`src/sv/length_prefixed_frame_receiver_unit_macros.svh`:
```
// Assertion macros shared by the frame receiver modules.
`ifndef LENGTH_PREFIXED_FRAME_RECEIVER_UNIT_MACROS_SVH
`define LENGTH_PREFIXED_FRAME_RECEIVER_UNIT_MACROS_SVH

// Check that the consequent holds in the same cycle as the antecedent.
`define LPFR_ASSERT_SAME(lbl, clk, rst_n, ante, cons, msg) \
  lbl: assert property (@(posedge clk) disable iff (!rst_n) (ante) |-> (cons)) \
    else $error(msg);

// Check that the consequent holds in the cycle after the antecedent.
`define LPFR_ASSERT_NEXT(lbl, clk, rst_n, ante, cons, msg) \
  lbl: assert property (@(posedge clk) disable iff (!rst_n) (ante) |=> (cons)) \
    else $error(msg);

`endif

```
`src/sv/lpfr_pkg.sv`:
```
// Types and constants of the length-prefixed frame receiver.
package lpfr_pkg;

  // Input transaction: a received byte or a millisecond tick
  typedef struct packed {
    logic       func;
    logic [7:0] rx_byte;
  } in_item_t;

  // Output transaction: one byte of an accepted frame
  typedef struct packed {
    logic [7:0] frame_byte;
    logic       last_byte;
    logic [2:0] command_slot;
  } out_item_t;

  // Input function codes
  localparam logic FUNC_BYTE = 1'b0;
  localparam logic FUNC_TICK = 1'b1;

  // Register map
  localparam int unsigned CFG_ADDR_W = 4;
  typedef enum logic [1:0] {
    REG_GAP_TICKS     = 2'd0,
    REG_HEADER_VALUE  = 2'd1,
    REG_EXCLUDED_TYPE = 2'd2,
    REG_UNUSED        = 2'd3
  } reg_idx_t;

  localparam logic [7:0] GAP_TICKS_RST     = 8'd10;
  localparam logic [7:0] HEADER_VALUE_RST  = 8'hA0;
  localparam logic [7:0] EXCLUDED_TYPE_RST = 8'h05;

  // Fixed byte positions inside a frame
  localparam int unsigned POS_HEADER = 0;
  localparam int unsigned POS_LEN    = 1;
  localparam int unsigned POS_TYPE   = 3;
  // Fill count must exceed this before a check
  localparam int unsigned MIN_FILL   = 5;
  // Checksum sits at length + this offset
  localparam logic [8:0]  CSUM_OFS   = 9'd2;

  typedef struct packed {
    logic [7:0] gap_ticks;
    logic [7:0] header_value;
    logic [7:0] excluded_type;
  } cfg_t;

  typedef enum logic [2:0] {
    ST_IDLE,
    ST_CHECK,
    ST_SUM_RD,
    ST_SUM_ACC,
    ST_EMIT_RD,
    ST_EMIT_PUT
  } state_t;

  // Commands from controller to datapath
  typedef struct packed {
    logic accept_byte;
    logic accept_tick;
    logic sum_start;
    logic sum_rd;
    logic sum_step;
    logic chk_pass;
    logic chk_fail;
    logic emit_start;
    logic emit_rd;
    logic emit_put;
  } cmd_t;

  // Status from datapath to controller
  typedef struct packed {
    logic frame_ready;
    logic at_end;
    logic sum_match;
    logic keep_frame;
    logic out_free;
  } status_t;

endpackage

```
`src/sv/lpfr_regs.sv`:
```
// Configuration register file with APB-style access.
module lpfr_regs (
  input  logic                                 clk,
  input  logic                                 rst_n,
  input  logic                                 cfg_psel,
  input  logic                                 cfg_penable,
  input  logic                                 cfg_pwrite,
  input  logic [lpfr_pkg::CFG_ADDR_W-1:0]      cfg_paddr,
  input  logic [31:0]                          cfg_pwdata,
  output logic [31:0]                          cfg_prdata,
  output logic                                 cfg_pready,
  output lpfr_pkg::cfg_t                       cfg
);
  import lpfr_pkg::*;

  logic [7:0] gap_ticks_r;
  logic [7:0] header_value_r;
  logic [7:0] excluded_type_r;
  reg_idx_t   reg_idx;
  logic       wr_en;

  assign cfg_pready = 1'b1;
  assign reg_idx    = reg_idx_t'(cfg_paddr[3:2]);
  assign wr_en      = cfg_psel & cfg_penable & cfg_pwrite & cfg_pready;

  // Write on the access phase of a write transaction
  always_ff @(posedge clk) begin
    if (!rst_n) begin
      gap_ticks_r     <= GAP_TICKS_RST;
      header_value_r  <= HEADER_VALUE_RST;
      excluded_type_r <= EXCLUDED_TYPE_RST;
    end else if (wr_en) begin
      case (reg_idx)
        REG_GAP_TICKS:     gap_ticks_r     <= cfg_pwdata[7:0];
        REG_HEADER_VALUE:  header_value_r  <= cfg_pwdata[7:0];
        REG_EXCLUDED_TYPE: excluded_type_r <= cfg_pwdata[7:0];
        default: ;
      endcase
    end
  end

  // Read back
  always_comb begin
    case (reg_idx)
      REG_GAP_TICKS:     cfg_prdata = {24'd0, gap_ticks_r};
      REG_HEADER_VALUE:  cfg_prdata = {24'd0, header_value_r};
      REG_EXCLUDED_TYPE: cfg_prdata = {24'd0, excluded_type_r};
      default:           cfg_prdata = 32'd0;
    endcase
  end

  assign cfg.gap_ticks     = gap_ticks_r;
  assign cfg.header_value  = header_value_r;
  assign cfg.excluded_type = excluded_type_r;

endmodule

```
`src/sv/lpfr_ctrl.sv`:
```
// Controller state machine: accepts transactions and sequences check and emission.
`include "length_prefixed_frame_receiver_unit_macros.svh"
module lpfr_ctrl (
  input  logic              clk,
  input  logic              rst_n,
  input  logic              in_valid,
  input  logic              in_func,
  output logic              in_stall,
  input  lpfr_pkg::status_t sts,
  output lpfr_pkg::cmd_t    cmd
);
  import lpfr_pkg::*;

  state_t state_r;
  state_t state_nxt;

  // State register
  always_ff @(posedge clk) begin
    if (!rst_n) begin
      state_r <= ST_IDLE;
    end else begin
      state_r <= state_nxt;
    end
  end

  // Next state and commands
  always_comb begin
    state_nxt = state_r;
    cmd       = '0;
    in_stall  = 1'b1;
    case (state_r)
      ST_IDLE: begin
        in_stall = 1'b0;
        if (in_valid) begin
          if (in_func == FUNC_TICK) begin
            cmd.accept_tick = 1'b1;
          end else begin
            cmd.accept_byte = 1'b1;
            state_nxt       = ST_CHECK;
          end
        end
      end
      ST_CHECK: begin
        if (sts.frame_ready) begin
          cmd.sum_start = 1'b1;
          state_nxt     = ST_SUM_RD;
        end else begin
          state_nxt = ST_IDLE;
        end
      end
      ST_SUM_RD: begin
        cmd.sum_rd = 1'b1;
        state_nxt  = ST_SUM_ACC;
      end
      ST_SUM_ACC: begin
        if (!sts.at_end) begin
          cmd.sum_step = 1'b1;
          state_nxt    = ST_SUM_RD;
        end else if (!sts.sum_match) begin
          cmd.chk_fail = 1'b1;
          state_nxt    = ST_IDLE;
        end else begin
          cmd.chk_pass = 1'b1;
          if (sts.keep_frame) begin
            cmd.emit_start = 1'b1;
            state_nxt      = ST_EMIT_RD;
          end else begin
            state_nxt = ST_IDLE;
          end
        end
      end
      ST_EMIT_RD: begin
        cmd.emit_rd = 1'b1;
        state_nxt   = ST_EMIT_PUT;
      end
      ST_EMIT_PUT: begin
        if (sts.out_free) begin
          cmd.emit_put = 1'b1;
          state_nxt    = sts.at_end ? ST_IDLE : ST_EMIT_RD;
        end
      end
      default: state_nxt = ST_IDLE;
    endcase
  end

  // A byte transaction always leads to a frame check
  `LPFR_ASSERT_NEXT(a_byte_to_check, clk, rst_n,
    (state_r == ST_IDLE) && in_valid && (in_func == FUNC_BYTE),
    state_r == ST_CHECK, "byte transaction did not enter frame check")

endmodule

```
`src/sv/lpfr_dp.sv`:
```
// Datapath: frame store, fill count, gap timer, checksum walk and output register.
`include "length_prefixed_frame_receiver_unit_macros.svh"
module lpfr_dp #(
  parameter int unsigned FRAME_BYTES = 32,
  parameter int unsigned CMD_SLOTS   = 8
) (
  input  logic                clk,
  input  logic                rst_n,
  input  lpfr_pkg::cfg_t      cfg,
  input  logic [7:0]          in_rx_byte,
  input  lpfr_pkg::cmd_t      cmd,
  output lpfr_pkg::status_t   sts,
  output logic                out_valid,
  input  logic                out_stall,
  output lpfr_pkg::out_item_t out_data
);
  import lpfr_pkg::*;

  localparam int unsigned AW = $clog2(FRAME_BYTES);
  localparam int unsigned SW = (CMD_SLOTS > 1) ? $clog2(CMD_SLOTS) : 1;

  logic [7:0]    mem [FRAME_BYTES];
  logic [7:0]    rdata_r;
  logic [AW-1:0] fill_r;
  logic [AW-1:0] fill_nxt;
  logic [AW-1:0] wr_idx;
  logic [7:0]    timer_r;
  logic [SW-1:0] slot_r;
  logic [AW-1:0] idx_r;
  logic [7:0]    sum_r;
  logic [7:0]    byte0_r;
  logic [7:0]    len_r;
  logic [7:0]    type_r;
  logic          out_valid_r;
  out_item_t     out_data_r;
  logic          rd_en;

  // Write position: restart the frame when the gap timer has run out
  assign wr_idx   = (timer_r == 8'd0) ? '0 : fill_r;
  assign fill_nxt = (wr_idx == AW'(FRAME_BYTES - 1)) ? wr_idx : wr_idx + 1'b1;
  assign rd_en    = cmd.sum_rd | cmd.emit_rd;

  // Frame store
  always_ff @(posedge clk) begin
    if (cmd.accept_byte) begin
      mem[wr_idx] <= in_rx_byte;
    end
    if (rd_en) begin
      rdata_r <= mem[idx_r];
    end
  end

  // Keep copies of the header, length and type bytes
  always_ff @(posedge clk) begin
    if (cmd.accept_byte) begin
      if (wr_idx == AW'(POS_HEADER)) byte0_r <= in_rx_byte;
      if (wr_idx == AW'(POS_LEN))    len_r   <= in_rx_byte;
      if (wr_idx == AW'(POS_TYPE))   type_r  <= in_rx_byte;
    end
  end

  // Fill count, gap timer and slot pointer
  always_ff @(posedge clk) begin
    if (!rst_n) begin
      fill_r  <= '0;
      timer_r <= 8'd0;
      slot_r  <= '0;
    end else begin
      if (cmd.accept_byte) begin
        fill_r  <= fill_nxt;
        timer_r <= cfg.gap_ticks;
      end else if (cmd.accept_tick) begin
        if (timer_r != 8'd0) timer_r <= timer_r - 8'd1;
      end else if (cmd.chk_fail) begin
        fill_r <= '0;
      end else if (cmd.chk_pass) begin
        timer_r <= 8'd0;
      end
      if (cmd.emit_put && sts.at_end) begin
        slot_r <= (slot_r == SW'(CMD_SLOTS - 1)) ? '0 : slot_r + 1'b1;
      end
    end
  end

  // Walk index and running checksum
  always_ff @(posedge clk) begin
    if (cmd.sum_start) begin
      idx_r <= AW'(POS_LEN);
      sum_r <= 8'd0;
    end else if (cmd.sum_step) begin
      idx_r <= idx_r + 1'b1;
      sum_r <= sum_r + rdata_r;
    end else if (cmd.emit_start) begin
      idx_r <= '0;
    end else if (cmd.emit_put) begin
      idx_r <= idx_r + 1'b1;
    end
  end

  // Output register: load a frame byte, drop valid once taken
  always_ff @(posedge clk) begin
    if (!rst_n) begin
      out_valid_r <= 1'b0;
    end else if (cmd.emit_put) begin
      out_valid_r <= 1'b1;
    end else if (!out_stall) begin
      out_valid_r <= 1'b0;
    end
  end

  always_ff @(posedge clk) begin
    if (cmd.emit_put) begin
      out_data_r.frame_byte   <= rdata_r;
      out_data_r.last_byte    <= sts.at_end;
      out_data_r.command_slot <= 3'(slot_r);
    end
  end

  assign out_valid = out_valid_r;
  assign out_data  = out_data_r;

  // Status toward the controller
  assign sts.frame_ready = (byte0_r == cfg.header_value) && (9'(fill_r) > 9'(MIN_FILL))
                           && (9'(fill_r) > ({1'b0, len_r} + CSUM_OFS));
  assign sts.at_end      = (9'(idx_r) == ({1'b0, len_r} + CSUM_OFS));
  assign sts.sum_match   = (sum_r == rdata_r);
  assign sts.keep_frame  = (type_r != cfg.excluded_type);
  assign sts.out_free    = !out_valid_r || !out_stall;

  `LPFR_ASSERT_SAME(a_no_overwrite, clk, rst_n, cmd.emit_put,
    !out_valid_r || !out_stall, "pending output overwritten")
  `LPFR_ASSERT_NEXT(a_fail_restarts, clk, rst_n, cmd.chk_fail,
    fill_r == '0, "checksum mismatch did not restart the fill count")
  `LPFR_ASSERT_NEXT(a_pass_ends_frame, clk, rst_n, cmd.chk_pass,
    timer_r == 8'd0, "accepted frame did not clear the gap timer")

endmodule

```
`src/sv/length_prefixed_frame_receiver_unit.sv`:
```
// Top level of the length-prefixed frame receiver.
// Usage:
//   in_*  : one transaction per byte or per 1 ms tick (in_data.func selects).
//           in_stall is low only while the block is idle.
//   out_* : frame bytes of accepted frames not of excluded_type, in order,
//           last_byte on the final one, tagged with the command slot number.
//   cfg_* : APB-style registers at 0x0 gap_ticks, 0x4 header_value,
//           0x8 excluded_type; pready is always high.
// Sequencing (len = length byte of the frame): a tick is taken while idle;
//   every byte passes through the frame check state. A byte that completes
//   a checkable frame starts the checksum walk, one store read per byte from
//   the length byte to the checksum at len+2, summing all but the checksum;
//   a matching frame that is kept is then emitted, one store read and one
//   output load per byte, each load waiting while a stalled output is held.
//   The single-port frame store read paces both walks.
// Reset clears the fill count, gap timer, slot pointer and output valid and
// loads the register defaults; the store holds no data until written.
// A stalled output holds its transaction and the emission waits; the input
// stays stalled until the last frame byte is loaded into the output register.
module length_prefixed_frame_receiver_unit #(
  parameter int unsigned FRAME_BYTES = 32,
  parameter int unsigned CMD_SLOTS   = 8
) (
  input  logic                            clk,
  input  logic                            rst_n,
  input  logic                            in_valid,
  output logic                            in_stall,
  input  lpfr_pkg::in_item_t              in_data,
  output logic                            out_valid,
  input  logic                            out_stall,
  output lpfr_pkg::out_item_t             out_data,
  input  logic                            cfg_psel,
  input  logic                            cfg_penable,
  input  logic                            cfg_pwrite,
  input  logic [lpfr_pkg::CFG_ADDR_W-1:0] cfg_paddr,
  input  logic [31:0]                     cfg_pwdata,
  output logic [31:0]                     cfg_prdata,
  output logic                            cfg_pready
);
  import lpfr_pkg::*;

  cfg_t    cfg;
  cmd_t    cmd;
  status_t sts;

  lpfr_regs u_regs (
    .clk         (clk),
    .rst_n       (rst_n),
    .cfg_psel    (cfg_psel),
    .cfg_penable (cfg_penable),
    .cfg_pwrite  (cfg_pwrite),
    .cfg_paddr   (cfg_paddr),
    .cfg_pwdata  (cfg_pwdata),
    .cfg_prdata  (cfg_prdata),
    .cfg_pready  (cfg_pready),
    .cfg         (cfg)
  );

  lpfr_ctrl u_ctrl (
    .clk      (clk),
    .rst_n    (rst_n),
    .in_valid (in_valid),
    .in_func  (in_data.func),
    .in_stall (in_stall),
    .sts      (sts),
    .cmd      (cmd)
  );

  lpfr_dp #(
    .FRAME_BYTES (FRAME_BYTES),
    .CMD_SLOTS   (CMD_SLOTS)
  ) u_dp (
    .clk        (clk),
    .rst_n      (rst_n),
    .cfg        (cfg),
    .in_rx_byte (in_data.rx_byte),
    .cmd        (cmd),
    .sts        (sts),
    .out_valid  (out_valid),
    .out_stall  (out_stall),
    .out_data   (out_data)
  );

endmodule
```
`config.mk`:
```
export PLATFORM = sky130hd
export DESIGN_NAME = length_prefixed_frame_receiver_unit
export DESIGN_NICKNAME = d
export VERILOG_FILES = /design/src/sv/lpfr_pkg.sv /design/src/sv/lpfr_regs.sv /design/src/sv/lpfr_ctrl.sv /design/src/sv/lpfr_dp.sv /design/src/sv/length_prefixed_frame_receiver_unit.sv
export VERILOG_INCLUDE_DIRS = /design/src /design/src/sv
export SDC_FILE = /design/constraint.sdc
export NUM_CORES = 1
export LEC_CHECK = 0
export ABC_CLOCK_PERIOD_IN_PS = 6600
export BUFFER_PORTS_ARGS = -buffer_cell sky130_fd_sc_hd__buf_2
export CELL_PAD_IN_SITES_DETAIL_PLACEMENT = 1
export CELL_PAD_IN_SITES_GLOBAL_PLACEMENT = 2
export CORE_ASPECT_RATIO = 0.6
export CORE_MARGIN = 5
export CORE_UTILIZATION = 45
export DETAILED_ROUTE_END_ITERATION = 16
export GPL_ROUTABILITY_DRIVEN = 0
export PLACE_DENSITY_LB_ADDON = 0.1
export SLEW_MARGIN = 20
export SYNTH_ARGS = -nofsm -noshare
export SYNTH_HDL_FRONTEND = slang
export SYNTH_HIERARCHICAL = 1
export SYNTH_SLANG_ARGS = --single-unit
```
`constraint.sdc`:
```
create_clock -name clk -period 6.6 [get_ports clk]
set_input_delay 1.32 -clock clk [delete_from_list [all_inputs] [get_ports clk]]
set_output_delay 1.32 -clock clk [all_outputs]
set_load 0.01 [all_outputs]
```
### Word level (Yosys, flattened, before mapping)

Memories as Yosys holds them, arrays and structs flattened. A register that Yosys moved wholly into a read port is not among the register bits.
Index checks and enable logic that the tools add are counted.

* register bits after elaboration: 93
* bits in writable memories: 256
* bits of input ports: 52
* output and inout bits: 47
* word-level logic and storage cells: 119
* memories: 1

* add/subtract/negate cells: 6
* $lt $le $gt $ge: 2
* eq/ne operators: 22
* multiplexer cells: 46
* bitwise gates (word level): 3
* reduce and logical (&&, ||, !) cells: 23

Memory list
* u_dp.mem: depth 32, width 8, read ports 1, clocked after Yosys merged registers in 1, wr ports 1, RTL line lpfr_dp.sv:22 `logic [7:0] mem [FRAME_BYTES];`

Operators by type and width (count)
* $mux 5: 8
* $mux 8: 5
* $mux 3: 9
* $pmux 8 s3: 1
* $mux 1: 18
* $pmux 3 s6: 1
* $eq 8x8->1: 2
* $reduce_and 2->1: 7
* $add 5x1->5 const B: 2
* $add 8x2->9 const B: 1
* $eq 3x3->1 const B: 3
* $eq 5x9->1: 1
* $gt 5x9->1: 1
* $add 8x8->8: 1
* $logic_not 8->1: 1
* $ne 8x8->1: 1
* $reduce_bool 8->1: 1
* $sub 8x1->8 const B: 1
* $eq 3x2->1 const B: 2
* $mux 2: 3
* $ne 2x2->1 const B: 3
* $ne 3x1->1 const B: 2
* $reduce_and 3->1: 2
* $reduce_bool 3->1: 2
* other kinds (19): 24

### Depth between registers and ports, before layout

Gate-level depths: netlist of the first run.

* word-level depth: 9
* gate-level depth with buffers: 13
* depth with buffers taken out: 11

### By module

The synthesis of the first run kept the hierarchy.

Modules (own cells, without submodules)
* lpfr_dp: times used 1, cells each 862, area an instance 13788.2 um2, seq. area each 9609.2 um2
* lpfr_regs: times used 1, cells each 152, area an instance 1328.8 um2, seq. area each 480.5 um2
* lpfr_ctrl: times used 1, cells each 30, area an instance 227.7 um2, seq. area each 60.1 um2

### Least setup slack after synthesis of the first run

No wires, ideal clock.

* kind: input to register
* start: in in_data[8] (netlist name)
* end: mem u_dp.mem[28][0] (enable)
* setup time: 0.370 ns
* arrival: 2.924 ns
* data required time: 6.230 ns
* path slack: 3.306 ns
* stages: 7
* buffers on the path: 3
* path through: nand2b_1 nor2_1 clkbuf_1 buf_2 buf_1 nand3_1 nor2_1

RTL lines
* start, declared: RTL line length_prefixed_frame_receiver_unit.sv:28 `input lpfr_pkg::in_item_t in_data,`
* end, declared: RTL line lpfr_dp.sv:22

### Worst setup path after layout of the first run

* start: in cfg_paddr[3] (netlist name)
* end: out cfg_prdata[3]

* longest elaborated chain between the ends: 2
* elaborated cells on any way between the ends: 4
* classes of those cells: eq/ne (2); mux (1); reduce/logical (1)

Ends and longest elaborated chain
* start, declared: RTL line length_prefixed_frame_receiver_unit.sv:35 `input logic [lpfr_pkg::CFG_ADDR_W-1:0] cfg_paddr,`
* $eq 2x2->1 (tied with other cells): RTL line lpfr_regs.sv:44 `case (reg_idx)`
* $pmux 8 s3 (*): RTL line lpfr_regs.sv:44
* end, declared: RTL line length_prefixed_frame_receiver_unit.sv:37 `output logic [31:0] cfg_prdata,`

Every way passes the cells marked *; elsewhere a longest branch is shown, timed or not.

==> metrics.md, run 1 <==
| Metric | Value |
|---|---|
| Hold Slack | between 400 and 500 ps |
| Area Growth Syn to Fin | 10.9% |
| Post-synth top area share | between 50 and 60% |
| Pleak | 5.57 nW |
| Largest net degree at the start of global routing | 59 |
| Synth top cells by count | edfxtp_1 (300), mux2i_1 (115), nand2_1 (82) |
| FF+latch count, synth | roughly 360 |
| Peak VDD IR | approximately 260 µV |
| Design area | roughly 17000 µm² |
| Routed vias | approximately 8700 |
| Compound-Gate Fraction of Synth Area | 6.30% |
| Fin. Hold Viols | 0 |
| Fillers | 3324 |
| Warnings, synthesis | 6 |
| Tightest Pin Transition | roughly 1000 ps |
| Area leader, netlist | edfxtp_1 |
| Final period util | between 60% and 70% |
| DIE AREA | between 30000 and 40000 µm² |
| Post-synthesis simple-gate area fraction | under 10% |
| Final worst slack | ~2600 ps |
| Syn Std Cell Area | 15300 µm² |
| Worst slew margin | between 30% and 40% |
| Clk sink count | between 300 and 400 |
| Count leader, synth | edfxtp_1 |
| Global-route wire length before repair | 54.9 mm |
| FF-to-FF path depth | 11 |
| Die height | roughly 150 µm |
| WL per Instance | about 23 µm |
| Cell Pwr Density | 276 nW/µm² |
| CP Data Required Time | approximately 5300 ps |
| Final wirelength | roughly 36 mm |
| Largest family of logic cells by synthesized area | multiplexers |
| Vias/cell | 5.55 |
| Top fanout value on the critical path | 11 |
| WHS Path Cells | 0 |
| GR Overflow Total | 0 |
| Setup clock skew after layout | around 17 ps |
| DP HPWL | 23.2 mm |
| ANT cells | 0 |
| Root buffer cell | clkbuf_16 |
| Synth cell types | 73 |
| Worst-skew pair later-pin latency | 520 ps |
| Core area | around 34000 µm² |
| H-tree depth | 2 |
| Layout cells sized above 1 | approximately 14% |
| Tot Pwr | 4.70 mW |
| Worst min path class | reg -> reg |
| Synthesized area per cell | roughly 15 µm² |
| Mux cell area share after synthesis | around an eighth |
| EDFF count, synth | 300 |
| Number of DRC markers in iteration 0 | roughly 660 |
| CTS tree | done |
| RSZ-0062 raised after global routing | no |
| Asr flop ratio synth | 0% |
| CP startpoint kind | primary input |
| Clk slew on worst S/H paths | 60 ps |
| Port Buf Inserts | between 40 and 50 |
| Total Routing Usage GR | a little under a fifth |
| Starting Density | between 40 and 50% |
| DRC viols | 0 |
| Post-CTS sizing | 0 |
| Final setup TNS | 0 ps |
| Outcome | completed |
| Sequential area share after synthesis | about two thirds |
| Main synth FF type | edfxtp_1 |
| Pre-antenna DRT Iters | 5 |
| Main area contributors after synthesis | edfxtp_1 (59%), mux2i_1 (7.5%), dfxtp_1 (7.4%) |
| Die W | between 200 and 250 µm |
| Peak Freq | about 0.25 GHz |
| Adder-Cell Fraction of Synth Area | under 10% |
| Vias in the first global route | roughly 8800 |
| Nets | around 1200 |
| CTS buffer count | 35 |
| Post-place setup slack | around 2700 ps |
| Post-CTS Hold Buffers | 0 |
| Initial antenna violation count | 0 |
| # rows | 52 |
| XOR/XNOR Fraction of Synth Area | 1.71% |
| Dpl cell area | 15900 µm² |
| Worst setup path category | in -> out |
| Max Slew Vio Count | 0 |
| Post-CTS Setup Repair Bufs | 0 |
| Clock Tree Buf Depth | 3 |
| Fin crit period | between 3000 and 4000 ps |
| I/O pin cnt | slightly below 100 |
| DRT antenna net count | 0 |
| Data arrival time of the worst path | 2650 ps |
| CP endpoint kind | output port |
| Syn Inst Count | between 1000 and 1500 |
| Number of max-cap violations | 0 |
| Final setup viols | 0 |
==> per-layer routing <==
metal  GRT usage [%]  vias to the layer above  share of wire [%]
li1                -                     4006                  -
met2            26.3                      173                 42
met4            3.44                        0                1.3
met3            3.91                       45                5.5
met1            30.9                     4458                 51
met5               0                        -                  0
==> critical path, stage by stage <==
cell,delay (ps)
buf_2,230
nor2b_1,690
nand2_1,100
o21ai_0,130
buf_2,170
==> layout make-up <==
type	count	area, µm²	share of cell area [%]
Sequential cell	357	10200	59.7
Clock inverter	21	214	1.26
Timing Repair Buffer	56	303	1.78
Clock buffer	40	937	5.51
Multi-Input combinational cell	613	4760	28.0
Inverter	19	71.3	0.419
Tap cell	459	574	3.38
==> flip-flops by register name (all words and copies together) (netlist names), 3 cells and up <==
signal	cells
u_dp/len_r	8
u_dp/slot_r	3
u_dp/mem	256
u_regs/header_value_r	8
u_dp/sum_r	8
u_dp/rdata_r	8
u_dp/fill_r	5
u_regs/gap_ticks_r	8
u_dp/idx_r	5
u_dp/out_data	12
u_regs/excluded_type_r	8
u_dp/timer_r	8
u_dp/type_r	8
u_dp/byte0_r	8
u_ctrl/state_r	3
==> worst paths after layout <==
| check | startpoint | endpoint | slack [ps] |
|---|---|---|---|
| max reg2reg | u_dp/len_r[1] | u_dp/sum_r[6] | 2870 |
| max | cfg_paddr[3] | cfg_prdata[3] | 2630 |
| min reg2reg | u_dp/rdata_r[2] | u_dp/out_data[6] | 470 |
| min | u_dp/rdata_r[2] | u_dp/out_data[6] | 470 |
==> through the flow <==
stage,util (%),cells
2_1_floorplan,-,1067
3_3_place_gp,47.1,1504
3_5_place_dp,47.1,1504
4_1_cts,50.5,1565
5_1_grt,50.5,1565
6_report,50.5,1565
==> placed cells by master, fill, tap and decap left out, drive strengths merged, types with 18 or more instances in the layout <==
cell    Yosys  layout
edfxtp    300     300
nand2      82      82
xor2       19      19
nor2b      19      19
nor2       70      70
mux4       32      32
inv        18      18
o21ai      20      20
ha         22      22
dfxtp      57      57
a21oi      21      21
conb        2      25
a22o       19      19
clkbuf     24      40
mux2i     115     115
buf        54      56
==> where the power goes <==
part           internal (mW)  total [mW]  switching, mW
Clock                   1.18        2.01          0.835
Combinational         0.0726       0.220          0.148
Sequential              2.45        2.47         0.0119
Total                   3.70        4.70          0.995
==> kinds of logic (layout without fill, tap and decap cells) <==
kind of cell / count (synthesis) / after routing
buf+inv: 97 / 136
other cells: 2 / 25
mux: 148 / 148
xor+xnor: 30 / 30
compound gates: 135 / 135
fa+ha+maj: 23 / 23
simple gates: 252 / 252
flops: 357 / 357
No activity file was read; power rests on OpenSTA's default activity.
==> run 2, diff against run 1 <==
ABC_CLOCK_PERIOD_IN_PS = 3500   (was 6600)
CORE_UTILIZATION = 40   (was 45)
clock period = 3.5 ns   (was 6.6 ns; I/O delays follow)
==> run 2 against run 1 <==
Effect of this change: first-iteration DRC count shrank 17%; count of clock-buffer cells in the layout increased by 6; die area increased by 12%; clock skew decreased by 1.1 ps; wire length grew 8.1%; hold slack got worse by 25 ps; critical path type is now reg -> reg; largest cell class unchanged.
==> metrics.md, run 2 (synthesis results as in run 1) <==
| Metric | Value |
|---|---|
| Layout cells sized above 1 | 17.4% (was 14.5%) |
| Vias/cell | 5.32 (was 5.55) |
| # rows | 55 (was 52) |
| Top fanout value on the critical path | 16 (was 11) |
| DIE AREA | 42500 µm² (was 38000 µm²) |
| Clock network power share | 43.1% (was 42.8%) |
| I/O pin cnt | 99 (unchanged) |
| DRC viols | 0 (unchanged) |
| Hold path startpoint | cfg_pwdata[0] (was u_dp/rdata_r[2]) |
| RSZ-0062 raised after global routing | no (unchanged) |
| Peak VDD IR | 338 µV (was 263 µV) |
| DP HPWL | 25.4 mm (was 23.2 mm) |
| WL per Instance | 23.3 µm (was 22.9 µm) |
| Worst reg2reg path startpoint | u_dp/len_r[1] (unchanged) |
| CTS tree | done (unchanged) |
| CP Data Required Time | 3910 ps (was 5280 ps) |
| Reg with most FFs | u_dp/mem (unchanged) |
| Power share of the combinational group | 4.9% (was 4.7%) |
| Outcome | completed (unchanged) |
| Pleak | 5.82 nW (was 5.57 nW) |
| Die W | 263 µm (was 248 µm) |
| Clk slew on worst S/H paths | 70 ps (was 60 ps) |
| Max reg flops | 256 (unchanged) |
| Final wirelength | 38.8 mm (was 35.9 mm) |
| Core area | 37800 µm² (was 33700 µm²) |
| Data arrival time of the worst path | 3610 ps (was 2650 ps) |
| Port Buf Inserts | 47 (unchanged) |
| Fin crit period | between 3000 and 4000 ps |
| Commonest non-fill, non-tap cell in the layout | edfxtp_1 (unchanged) |
| Worst min path class | in -> reg (was reg -> reg) |
| Fin. Hold Viols | 0 (unchanged) |
| Initial antenna violation count | 0 (unchanged) |
| CP cell instances | ha_1, xnor2_1, ha_1, and4_1, a2111oi_0, nand4_1, a21oi_1, and3_1, buf_4, nor2_1, a31oi_1, nand3_1 (was buf_2, nor2b_1, nand2_1, o21ai_0, buf_2) |
| GR Overflow Total | 0 (unchanged) |
| Net Sw Frac | 21.6% (was 21.2%) |
| Pint | 7.01 mW (was 3.70 mW) |
| Final setup viols | 0 (unchanged) |
| Post-CTS sizing | 0 (unchanged) |
| Peak Freq | between 0.3 and 0.4 GHz |
| Final setup TNS | 0 ps (unchanged) |
| Largest net degree at the start of global routing | 79 (was 59) |
| Worst path max stage delay | 510 ps (was 690 ps) |
| CP startpoint kind | flip-flop (was primary input) |
| H-tree depth | 2 (unchanged) |
| Cell Pwr Density | 512 nW/µm² (was 276 nW/µm²) |
| Global-route wire length before repair | 58.7 mm (was 54.9 mm) |
| Crit path launch | u_dp/len_r[1] (was cfg_paddr[3]) |
| Most used cell, CP | ha_1 (was buf_2) |
| Number of max-cap violations | 0 (unchanged) |
| Nets | 1204 (was 1157) |
| Post-CTS Setup Repair Bufs | 0 (unchanged) |
| Starting Density | 40.6% (was 45.5%) |
| Hold Slack | 446 ps (was 471 ps) |
| Max Slew Vio Count | 0 (unchanged) |
| Root buffer cell | clkbuf_16 (unchanged) |
| Setup clock skew after layout | 15.6 ps (was 16.6 ps) |
| Clk sink count | 357 (unchanged) |
| Worst-skew pair later-pin latency | 530 ps (was 520 ps) |
| ANT cells | 0 (unchanged) |
| Tightest Pin Transition | 814 ps (was 1050 ps) |
| DRT antenna net count | 0 (unchanged) |
| Routed vias | 8857 (was 8682) |
| Pre-antenna DRT Iters | 5 (unchanged) |
| Worst setup path category | reg -> reg (was in -> out) |
| Critical path's slowest cell | a2111oi_0 (was nor2b_1) |
| Total Routing Usage GR | 18.2% (was 18.9%) |
| Vias in the first global route | 9046 (was 8756) |
| Final period util | approximately nine tenths |
| Area Growth Syn to Fin | 13.7% (was 10.9%) |
| Worst slew margin | 45.7% (was 30.2%) |
| Post-CTS Hold Buffers | 0 (unchanged) |
| CTS buffer count | 36 (was 35) |
| Highest-count cells in the layout ignoring fill and taps | edfxtp_1 (300), mux2i_1 (115), nand2_1 (82) (unchanged) |
| Final worst slack | 300 ps (was 2630 ps) |
| CP endpoint kind | flip-flop (was output port) |
| Number of DRC markers in iteration 0 | 543 (was 657) |
| Psw | 1.93 mW (was 0.995 mW) |
| Sequential share of power | 52.0% (was 52.5%) |
| Post-place setup slack | 356 ps (was 2680 ps) |
| Internal reg-to-reg setup slack | 300 ps (was 2870 ps) |
| Die height | 162 µm (was 153 µm) |
| Clock Tree Buf Depth | 3 (unchanged) |
[run 2: cell types whose count changed in the layout (fill, tap and decap cells not counted), sizes merged]
cell      delta
buf         +46
inv          +2
clkbuf       +6
clkinvlp     -3
clkinv       -5
[run 2: worst paths after layout]
path                                                  end  cells past startpoint
worst max register to register              u_dp/sum_r[5]                     12
worst max-delay path                        u_dp/sum_r[5]                     12
worst min register to register          u_dp/out_data[10]                      0
worst min-delay path            u_regs/excluded_type_r[0]                      3
[run 2: through the flow]
stage | power, mW | cells | instance area, µm² | utilization [%]
after CTS | 9.06 | 1665 | 17400 | 46.2
final | 8.94 | 1665 | 17400 | 46.2
after detailed placement | 5.19 | 1604 | 16300 | 43.1
after global placement | 5.18 | 1604 | 16300 | 43.1
after floorplan | 5.02 | 1067 | 15400 | -
after global routing | 9.31 | 1665 | 17400 | 46.2
[run 2: final cells by class]
class                   count  area (µm²)
clock buffers              46         960
clock inverters            15         188
fillers                  3748       20300
inverters                  19        71.3
multi-input cells         613        4760
flip-flops and latches    357       10200
well taps                 513         642
repair buffers            102         673
[run 2: power by group through the flow]
stage          combinational (mW)  clock [mW]  sequential [mW]
2_1_floorplan               0.283           0             4.73
3_3_place_gp                0.438           0             4.74
3_5_place_dp                0.446           0             4.74
4_1_cts                     0.447        3.97             4.65
5_1_grt                     0.483        4.18             4.65
6_report                    0.440        3.85             4.65
[run 2: layer usage]
layer / up-vias / global-route usage [%] / part of all wire (%)
li1: 4096 / - / -
met1: 4575 / 30.0 / 54
met2: 147 / 25.0 / 41
met3: 39 / 3.13 / 4.1
met4: 0 / 3.57 / 1.4
met5: - / 0 / 0
[run 2: worst max-delay path, delay by kind of cell (launching register included)]
| family | cells | cell delay, ps |
|---|---|---|
| xor gates and xnor gates | 1 | 250 |
| buffers and inverters | 1 | 210 |
| DFF | 1 | 500 |
| and+or+nand+nor | 5 | 690 |
| AOI/OAI and AO/OA | 3 | 840 |
| adders and majority gates | 2 | 580 |
